--- config.mk ---
export PLATFORM = sky130hd
export DESIGN_NAME = pulse_ratio_frame_receiver_unit
export DESIGN_NICKNAME = d
export VERILOG_FILES = /design/src/rtl/prfr_pkg.sv /design/src/rtl/pulse_ratio_frame_receiver_unit.sv
export SDC_FILE = /design/constraint.sdc
export NUM_CORES = 1
export LEC_CHECK = 0
export CAP_MARGIN = 25
export CORE_MARGIN = 2
export CORE_UTILIZATION = 25
export CTS_CLUSTER_SIZE = 40
export DETAILED_ROUTE_END_ITERATION = 10
export DONT_BUFFER_PORTS = 1
export SETUP_SLACK_MARGIN = 0.2
export SYNTH_ARGS = -nofsm -noshare
export SYNTH_HDL_FRONTEND = slang
export SYNTH_SLANG_ARGS = --single-unit
--- constraint.sdc ---
create_clock -name i_clk -period 34.6 [get_ports i_clk]
set_clock_uncertainty 0.15 [all_clocks]
set_input_delay 6.92 -clock i_clk [delete_from_list [all_inputs] [get_ports i_clk]]
set_output_delay 6.92 -clock i_clk [all_outputs]
set_load 0.1 [all_outputs]
--- src/rtl/prfr_pkg.sv ---
// ----------------------------------------------------------------------------
// prfr_pkg
// Types and constants shared by the pulse ratio frame receiver and its checker.
// ----------------------------------------------------------------------------
`default_nettype none

package prfr_pkg;

    typedef enum logic [1:0] {
        PH_PREAMBLE = 2'd0,
        PH_START    = 2'd1,
        PH_DATA     = 2'd2,
        PH_STOP     = 2'd3
    } t_phase;

    typedef enum logic {
        CFG_DEVICE_ADDRESS = 1'b0,
        CFG_RATIO_LIMIT    = 1'b1
    } t_cfg_idx;

    typedef struct packed {
        logic [15:0] high_time;
        logic [15:0] low_time;
    } t_in_item;

    typedef struct packed {
        logic [7:0] frame_address;
        logic [7:0] frame_command;
        logic [7:0] frame_check;
        logic       crc_good;
        logic       address_good;
        logic       output_one_level;
        logic       output_two_level;
    } t_out_item;

    localparam int          CFG_DATA_W        = 8;
    localparam logic [7:0]  DEV_ADDR_RESET    = 8'h00;
    localparam logic [3:0]  RATIO_LIMIT_RESET = 4'd3;
    localparam logic [3:0]  START_MARK        = 4'hF;
    localparam logic [7:0]  CRC_POLY          = 8'h8C;
    localparam logic [7:0]  CMD_ONE           = 8'd1;
    localparam logic [7:0]  CMD_TWO           = 8'd2;
    localparam int          KEPT_BITS         = 24;
    localparam int          CRC_BITS          = 16;

    typedef logic [CRC_BITS-1:0][7:0] t_crc_tab;

    // CRC-8 of the two-byte message with only the bit at arrival position p set
    function automatic t_crc_tab crc_tab_build();
        t_crc_tab    tab;
        logic [7:0]  crc;
        logic [15:0] msg;
        logic        d;
        logic        mix;
        for (int p = 0; p < CRC_BITS; p++) begin
            msg = 16'h8000 >> p;
            crc = 8'h00;
            for (int k = 0; k < CRC_BITS; k++) begin
                d   = (k < 8) ? msg[8 + k] : msg[k - 8];
                mix = crc[0] ^ d;
                crc = crc >> 1;
                if (mix) begin
                    crc = crc ^ CRC_POLY;
                end
            end
            tab[p] = crc;
        end
        return tab;
    endfunction

    localparam t_crc_tab CRC_TAB = crc_tab_build();

endpackage

`default_nettype wire

--- src/rtl/pulse_ratio_frame_receiver_unit.sv ---
// A result is registered and valid in the cycle after the pulse that ends its frame.
// Throughput: one pulse per cycle unless a pending result is stalled; the result
// register frees its slot in the same cycle that the pending result is taken.
// Reset: synchronous, active low; clears the frame state except the byte shifter,
// both output levels and the result valid; resets the configuration registers.
// ----------------------------------------------------------------------------
// pulse_ratio_frame_receiver_unit
// Classifies measured pulses by their high/low ratio, tracks the preamble and
// start field, assembles a frame and checks its CRC-8 and address.
// ----------------------------------------------------------------------------
`default_nettype none

module pulse_ratio_frame_receiver_unit #(
    parameter int FRAME_BYTES = 3
) (
    input  wire logic                          i_clk,
    input  wire logic                          i_rst_n,
    input  wire logic                          i_in_valid,
    output logic                               o_in_ready,
    input  wire prfr_pkg::t_in_item            i_in_data,
    output logic                               o_out_valid,
    input  wire logic                          i_out_ready,
    output prfr_pkg::t_out_item                o_out_data,
    input  wire logic                          i_cfg_we,
    input  wire logic                          i_cfg_idx,
    input  wire logic [prfr_pkg::CFG_DATA_W-1:0] i_cfg_wdata
);

    localparam int FRAME_BITS = 8 * FRAME_BYTES;
    localparam int CNT_W      = $clog2(FRAME_BITS);

    prfr_pkg::t_phase   r_phase, n_phase;
    logic               r_prev, n_prev;
    logic [3:0]         r_start, n_start;
    logic [CNT_W-1:0]   r_count, n_count;
    logic [23:0]        r_bytes, n_bytes;
    logic [7:0]         r_crc, n_crc;
    logic               r_out1, n_out1;
    logic               r_out2, n_out2;
    logic [7:0]         r_dev_addr;
    logic [3:0]         r_ratio;
    logic               r_out_valid, n_out_valid;
    prfr_pkg::t_out_item r_out_data, n_out_data;

    logic               accept;
    logic               bit_val;
    logic [15:0]        big_t, small_t;
    logic [20:0]        limit_prod;
    logic               reject;
    logic [3:0]         start_next;
    logic               cg, ag;

    assign o_in_ready  = !r_out_valid || i_out_ready;
    assign accept      = i_in_valid && o_in_ready;
    assign o_out_valid = r_out_valid;
    assign o_out_data  = r_out_data;

    assign bit_val    = i_in_data.low_time > i_in_data.high_time;
    assign big_t      = bit_val ? i_in_data.low_time : i_in_data.high_time;
    assign small_t    = bit_val ? i_in_data.high_time : i_in_data.low_time;
    assign limit_prod = 21'({1'b0, r_ratio} + 5'd1) * {5'd0, small_t};
    assign reject     = (small_t == 16'd0) || ({5'd0, big_t} >= limit_prod);
    assign start_next = {r_start[2:0], bit_val};

    always_comb begin
        n_phase     = r_phase;
        n_prev      = r_prev;
        n_start     = r_start;
        n_count     = r_count;
        n_bytes     = r_bytes;
        n_crc       = r_crc;
        n_out1      = r_out1;
        n_out2      = r_out2;
        n_out_valid = r_out_valid && !i_out_ready;
        n_out_data  = r_out_data;
        cg          = 1'b0;
        ag          = 1'b0;
        if (accept) begin
            if (reject) begin
                n_phase = prfr_pkg::PH_PREAMBLE;
                n_prev  = 1'b0;
                n_start = 4'd0;
                n_count = '0;
            end else begin
                unique case (r_phase)
                    prfr_pkg::PH_PREAMBLE: begin
                        if (r_prev != bit_val) begin
                            n_prev = bit_val;
                        end else if (!bit_val) begin
                            n_phase = prfr_pkg::PH_START;
                            n_start = 4'd0;
                        end else begin
                            n_prev  = 1'b0;
                            n_start = 4'd0;
                            n_count = '0;
                        end
                    end
                    prfr_pkg::PH_START: begin
                        n_start = start_next;
                        if (start_next[3]) begin
                            n_start = 4'd0;
                            n_prev  = 1'b0;
                            n_count = '0;
                            n_crc   = 8'h00;
                            if (start_next == prfr_pkg::START_MARK) begin
                                n_phase = prfr_pkg::PH_DATA;
                            end else begin
                                n_phase = prfr_pkg::PH_PREAMBLE;
                            end
                        end
                    end
                    prfr_pkg::PH_DATA: begin
                        if ({{(32-CNT_W){1'b0}}, r_count} < prfr_pkg::KEPT_BITS) begin
                            n_bytes = {r_bytes[22:0], bit_val};
                        end
                        if ({{(32-CNT_W){1'b0}}, r_count} < prfr_pkg::CRC_BITS
                                && bit_val) begin
                            n_crc = r_crc ^ prfr_pkg::CRC_TAB[r_count[3:0]];
                        end
                        n_count = r_count + CNT_W'(1);
                        if (r_count == CNT_W'(FRAME_BITS - 1)) begin
                            cg = n_crc == n_bytes[7:0];
                            ag = n_bytes[23:16] == r_dev_addr;
                            if (cg && ag) begin
                                if (n_bytes[15:8] == prfr_pkg::CMD_ONE) begin
                                    n_out1 = !r_out1;
                                end else if (n_bytes[15:8] == prfr_pkg::CMD_TWO) begin
                                    n_out2 = !r_out2;
                                end
                            end
                            n_out_valid                  = 1'b1;
                            n_out_data.frame_address     = n_bytes[23:16];
                            n_out_data.frame_command     = n_bytes[15:8];
                            n_out_data.frame_check       = n_bytes[7:0];
                            n_out_data.crc_good          = cg;
                            n_out_data.address_good      = ag;
                            n_out_data.output_one_level  = n_out1;
                            n_out_data.output_two_level  = n_out2;
                            n_phase = prfr_pkg::PH_PREAMBLE;
                            n_prev  = 1'b0;
                            n_start = 4'd0;
                            n_count = '0;
                        end
                    end
                    prfr_pkg::PH_STOP: begin
                    end
                    default: begin
                    end
                endcase
            end
        end
    end

    always_ff @(posedge i_clk) begin
        if (!i_rst_n) begin
            r_phase     <= prfr_pkg::PH_PREAMBLE;
            r_prev      <= 1'b0;
            r_start     <= 4'd0;
            r_count     <= '0;
            r_crc       <= 8'h00;
            r_out1      <= 1'b0;
            r_out2      <= 1'b0;
            r_out_valid <= 1'b0;
        end else begin
            r_phase     <= n_phase;
            r_prev      <= n_prev;
            r_start     <= n_start;
            r_count     <= n_count;
            r_crc       <= n_crc;
            r_out1      <= n_out1;
            r_out2      <= n_out2;
            r_out_valid <= n_out_valid;
        end
    end

    always_ff @(posedge i_clk) begin
        r_bytes    <= n_bytes;
        r_out_data <= n_out_data;
    end

    always_ff @(posedge i_clk) begin
        if (!i_rst_n) begin
            r_dev_addr <= prfr_pkg::DEV_ADDR_RESET;
            r_ratio    <= prfr_pkg::RATIO_LIMIT_RESET;
        end else if (i_cfg_we) begin
            unique case (prfr_pkg::t_cfg_idx'(i_cfg_idx))
                prfr_pkg::CFG_DEVICE_ADDRESS: r_dev_addr <= i_cfg_wdata;
                prfr_pkg::CFG_RATIO_LIMIT:    r_ratio    <= i_cfg_wdata[3:0];
                default: begin
                end
            endcase
        end
    end

endmodule

`default_nettype wire

Word-level counts from Yosys, hierarchy flattened
Memory sizes are Yosys's and may differ from the RTL's. A register that Yosys moved wholly into a read port is not among the register bits.
Cells that the tools add are included.

storage, ports and cells
  input bits = 46
  bits in read-only memories = 128
  word-level logic and storage cells = 117
  register bits after elaboration = 86
  memory bits (writable) = 0
  output and inout bits = 30
  memories kept = 1
  bits in latches = 0

cells by class
  multiplexer cells = 48
  bitwise logic cells = 3
  shift-type cells = 0
  reduce and logical (&&, ||, !) cells = 23
  equal/unequal tests = 16
  divide/modulo/power cells = 0
  multipliers = 1
  $add $sub $neg = 2
  order comparisons = 5

memory list
  memory            depth  bits a word  rd ports  clocked after memory_dff  write ports  line                                    text
  (name not given)  16     8            1         1                         0            pulse_ratio_frame_receiver_unit.sv:118  n_crc = r_crc ^ prfr_pkg::CRC_TAB[r_count[3:0]];

operator list
  cell                                                 count
  2-to-1 mux 24 bit                                    4
  2-to-1 mux 8 bit                                     6
  2-to-1 mux 16 bit                                    2
  2-to-1 mux 5 bit                                     5
  >= comparator 16 x 21 -> 1 bit                       1
  multiplier 5 x 16 -> 21 bit                          1
  equality test 8 bit                                  2
  > comparator 16 bit                                  1
  logical NOT 16 bit                                   1
  case mux 8 bit (2 select lines)                      1
  inequality test 3 bit, second input constant         5
  case mux 5 bit (3 select lines)                      1
  2-to-1 mux 1 bit                                     14
  2-to-1 mux 2 bit                                     6
  2-to-1 mux 3 bit                                     4
  AND reduction 4 bit                                  3
  less-than comparator 5 bit, second input constant    2
  AND reduction 5 bit                                  2
  case mux 3 bit (3 select lines)                      1
  equality test 8 x 1 -> 1 bit, second input constant  1
  equality test 8 x 2 -> 1 bit, second input constant  1
  2-to-1 mux 4 bit                                     2
  XOR 8 bit                                            1
  case mux 2 bit (3 select lines)                      1
  other kinds (21)                                     30

Logic depth before layout (Yosys ltp)
  depth in word-level cells = 11
  mapped depth = 42
  mapped depth without buffers = 39

Worst setup path after synthesis
Ideal clock, no wire load.

  path type = input to register
  from = input port i_in_data[31] (netlist name)
  to = register r_out2
  path slack = 18162 ps
  buffers on the path = 3
  data required time = 34335 ps
  cell stages on the path = 36
  library setup time = 115 ps
  data arrival time = 16173 ps
  cells stage by stage = inv_1 > ha_1 > nand4_1 > or2_1 > or4_1 > o31ai_4 > clkbuf_1 > buf_1 > nor2_1 > a21oi_1 > nor2_1 > fa_1 > fa_1 > fa_1 > ha_1 > a2111oi_0 > o21ai_0 > a21boi_0 > a21o_1 > a21oi_1 > o21bai_1 > a21oi_1 > xor2_1 > ha_1 > a211oi_1 > o21ai_0 > a31oi_1 > a31oi_1 > o31ai_1 > or4_4 > o21bai_4 > buf_6 > nor4_2 > nand2_1 > xnor2_1 > and2_1

on the way
  cells in the longest elaborated chain, start to end = 9
  elaborated cells between the ends (all ways) = 21
  classes of those cells = mul: 1; order compare: 2; eq/ne: 1; mux: 11; bitwise: 1; reduce/logical: 5

ends and longest elaborated chain
  item                                                                 line                                    text
  start: declaration                                                   pulse_ratio_frame_receiver_unit.sv:20   input wire prfr_pkg::t_in_item i_in_data,
  branches (longest 9 deep; another with multiplier 5 x 16 -> 21 bit)  -
  end signal: assignment                                               pulse_ratio_frame_receiver_unit.sv:171  r_out2 <= n_out2;
  end: declaration                                                     pulse_ratio_frame_receiver_unit.sv:39   logic r_out2, n_out2;

Parallel ways; which one is timed is not known. The select of a mux whose other input is x is not followed.
A chain may end at the register's enable or synchronous reset.

==> results.py <==
metrics = {
    "outcome": {
        "status": "finished, final reports clean",
    },
    "worst_setup_path": {
        "max_stage_delay_ps": 560,
        "critPathLaunchType": "input port",
        "endpoint_kind": "register",
        "r2r-start": "r_ratio[0]$_SDFFE_PN1P_",
        "critPathRequiredTime_ps": 34670,
        "critPathMaxFanout": 31,
        "cp.arrival_ps": 15910,
        "slowest_stage": "or4_1",
        "critPathKind": "input port to register",
        "worst_r2r_path_depth": 31,
        "cp-startpoint": "i_in_data[31]",
    },
    "clock_network": {
        "cts_buffers": 9,
        "clock_path_buffers": 2,
        "cts-root-buf": "clkbuf_16",
        "hold_buffers": 0,
        "clock_latency_ps": 330,
        "cts_tree": "yes",
        "ctsResizeCount": 0,
        "path_clk_slew_ps": 60,
        "htreeDepth": 3,
        "post-cts-setup-buffers": 0,
        "cts.sinks": 94,
    },
    "synth": {
        "synthCells": 913,
        "avgSynthCellArea_um2": 9.01,
        "ys_warn_count": 0,
        "yosysUniqueCellTypes": 78,
        "syn-num-nets": 1073,
        "syn_area_um2": 8230,
        "synthFlopType": "edfxtp_1",
        "seq_area_frac_synth_pct": 29.2,
        "synth_edf_count": 52,
        "async_reset_ff_share_pct": 0,
        "synth_seq_cells": 94,
    },
    "power": {
        "intPower_mw": 0.237,
        "power_frac_clock_pct": 26.0,
        "p_sw_mw": 0.139,
        "powerDensity_nw_per_um2": 41.5,
        "p_leak_nw": 3.64,
        "pwr-share-comb_pct": 41.7,
        "peakVddDrop_uv": 27.2,
        "switching_share_pct": 36.9,
        "seqPwrFrac_pct": 32.4,
    },
    "floorplanning": {
        "ios": 76,
        "fp-row-count": 66,
        "core_area_um2": 32500,
        "die-area_um2": 34400,
        "die_w_um": 185,
        "initial_utilization_pct": 25.4,
        "die_h_um": 185,
    },
    "grt": {
        "grt_start_max_net_pins": 43,
        "grt_pass1_wl_um": 32800,
        "grt.overflow.total": 0,
        "first_global_vias": 6382,
        "grtUsageMet1_pct": 15.9,
        "grtUsageTotal_pct": 11.9,
        "grt_most_used_layer": "met2",
        "met3_usage_pct": 2.52,
        "antenna_found_initial": 0,
        "gr-usage-met2_pct": 19.9,
    },
    "detailed_routing": {
        "via_count": 6455,
        "drc": 0,
        "drtPass1Iterations": 5,
        "antenna_left": 0,
        "wl_um": 20000,
        "wl_per_cell_um": 14.8,
        "vias_per_cell": 4.79,
        "drt_iter0_markers": 361,
    },
    "sta": {
        "period_share_pct": 45.8,
        "fmax_mhz": 63.1,
        "max_slew_margin_pct": 33.8,
        "worstMarginPinSlew_ps": 992,
        "final_max_slew_viol_count": 0,
        "setup_viol_count_final": 0,
        "rsz0062_at_grt": "false",
        "final_hold_viol_count": 0,
        "hold_ws_ps": 324,
        "totalNegativeSetupSlack_ps": 0,
        "period_minus_slack_ps": 15840,
    },
    "layout": {
        "layout_commonest_cell": "nor2_1",
        "fillers": 3414,
        "area_delta_synth_final_pct": 9.93,
        "nets": 1060,
        "multi_input_area_um2": 5400,
        "diodes": 0,
        "seqCellArea_um2": 2400,
        "final_cell_mix": "87 x nor2_1, 84 x nand2_1, 78 x inv_1",
        "drive_gt1_share_pct": 9.17,
    },
    "placed_design": {
        "dp_hpwl_um": 16300,
        "port_buffers": 0,
        "place.gp.congestion": 0.895,
    },
    "min_path": {
        "hp-class": "register to register",
        "min_path_cells": 2,
        "hold_path.startpoint": "r_dev_addr[7]$_SDFFE_PN0P_",
    },
    "run": {
        "drv_cap": 0,
    },
}
==> flip-flops by register name (all words and copies together), names as in the netlist, named ones only <==
name	count
r_out1	1
o_out_valid	1
r_count	5
r_bytes	24
r_ratio	4
r_phase	2
r_dev_addr	8
o_out_data	28
r_crc	8
r_out2	1
r_prev	1
r_start	3
==> layer usage <==
metal	vias up	share of wire, %
met1	3105	48
met2	171	45
li1	3166	-
met5	-	0
met4	0	0.63
met3	13	6.1
==> worst paths after layout <==
path	end	slack, ps
hold / removal	r_dev_addr[7]$_SDFFE_PN0P_	320
setup reg to reg	register	26000
setup / recovery	register	18760
hold reg to reg	r_dev_addr[7]$_SDFFE_PN0P_	320
==> kinds of logic (layout without fill, tap and decap cells) <==
kind of cell	Yosys count	after routing	share of synthesized area, %
adder cells (fa/ha/maj)	114	114	21.2
XOR/XNOR	38	38	4.23
flip-flops	94	94	29.2
AND/OR/NAND/NOR	329	329	20.1
multiplexers	36	36	4.68
buffers and inverters	112	104	5.32
AO/OA/AOI/OAI	190	190	15.4
==> stage by stage <==
step / setup slack [ps] / power, mW / std cells / util [%] / cell area [um^2]
after floorplan: 18160 / 0.248 / 913 / - / 8230
after global placement: 18770 / 0.277 / 1328 / 26.8 / 8690
after detailed placement: 18480 / 0.279 / 1331 / 27.0 / 8750
after CTS: 18830 / 0.377 / 1347 / 27.9 / 9050
after global routing: 18200 / 0.403 / 1347 / 27.9 / 9050
final: 18760 / 0.375 / 1347 / 27.9 / 9050
==> power groups by stage <==
stage               combinational, mW  sequential, mW  clock (mW)
floorplan                       0.125           0.123           0
global placement                0.153           0.124           0
detailed placement              0.155           0.124           0
CTS                             0.156           0.121      0.0997
global route                    0.177           0.122       0.104
finish                          0.156           0.122      0.0975
==> cells in the mapped netlist, drive strengths merged, types with 4 or more instances <==
cell type	number	share of area, %
nor2	91	4.2
nand2	87	4.1
inv	80	3.6
ha	72	11
a21oi	56	3.6
edfxtp	52	19
o21ai	49	3.0
dfxtp	42	10
fa	42	10
nor2b	28	2.1
clkbuf	22	1.0
nand3	22	1.3
xnor2	22	2.3
mux2	20	2.7
a21boi	18	1.8
or2	18	1.4
mux2i	16	1.9
xor2	15	1.6
nand4	14	1.1
nand2b	12	0.91
nor4	12	0.99
buf	10	0.65
a31oi	9	0.68
nor3	9	0.61
o22ai	9	0.68
a21o	8	0.73
nand3b	8	0.73
o211ai	8	0.79
or3	6	0.46
and2	5	0.38
a211oi	4	0.36
or4	4	0.41
==> final cells by class <==
| cell class | instances | area share, % |
|---|---|---|
| Timing Repair Buffer | 8 | 1.01 |
| Clock inverter | 6 | 0.774 |
| Inverter | 80 | 3.32 |
| Sequential cell | 94 | 26.6 |
| Tap cell | 442 | 6.11 |
| Multi-Input combinational cell | 707 | 59.7 |
| Clock buffer | 10 | 2.53 |
==> critical path: cells and delay by family <==
kind	cells	cell delay (ps)
AO/OA/AOI/OAI	18	3430
adder cells (fa/ha/maj)	7	2730
AND/OR/NAND/NOR	7	1830
buffers and inverters	2	480
multiplexers	1	270
XOR/XNOR	1	190
Note: power is estimated with default switching activity, not from simulation.
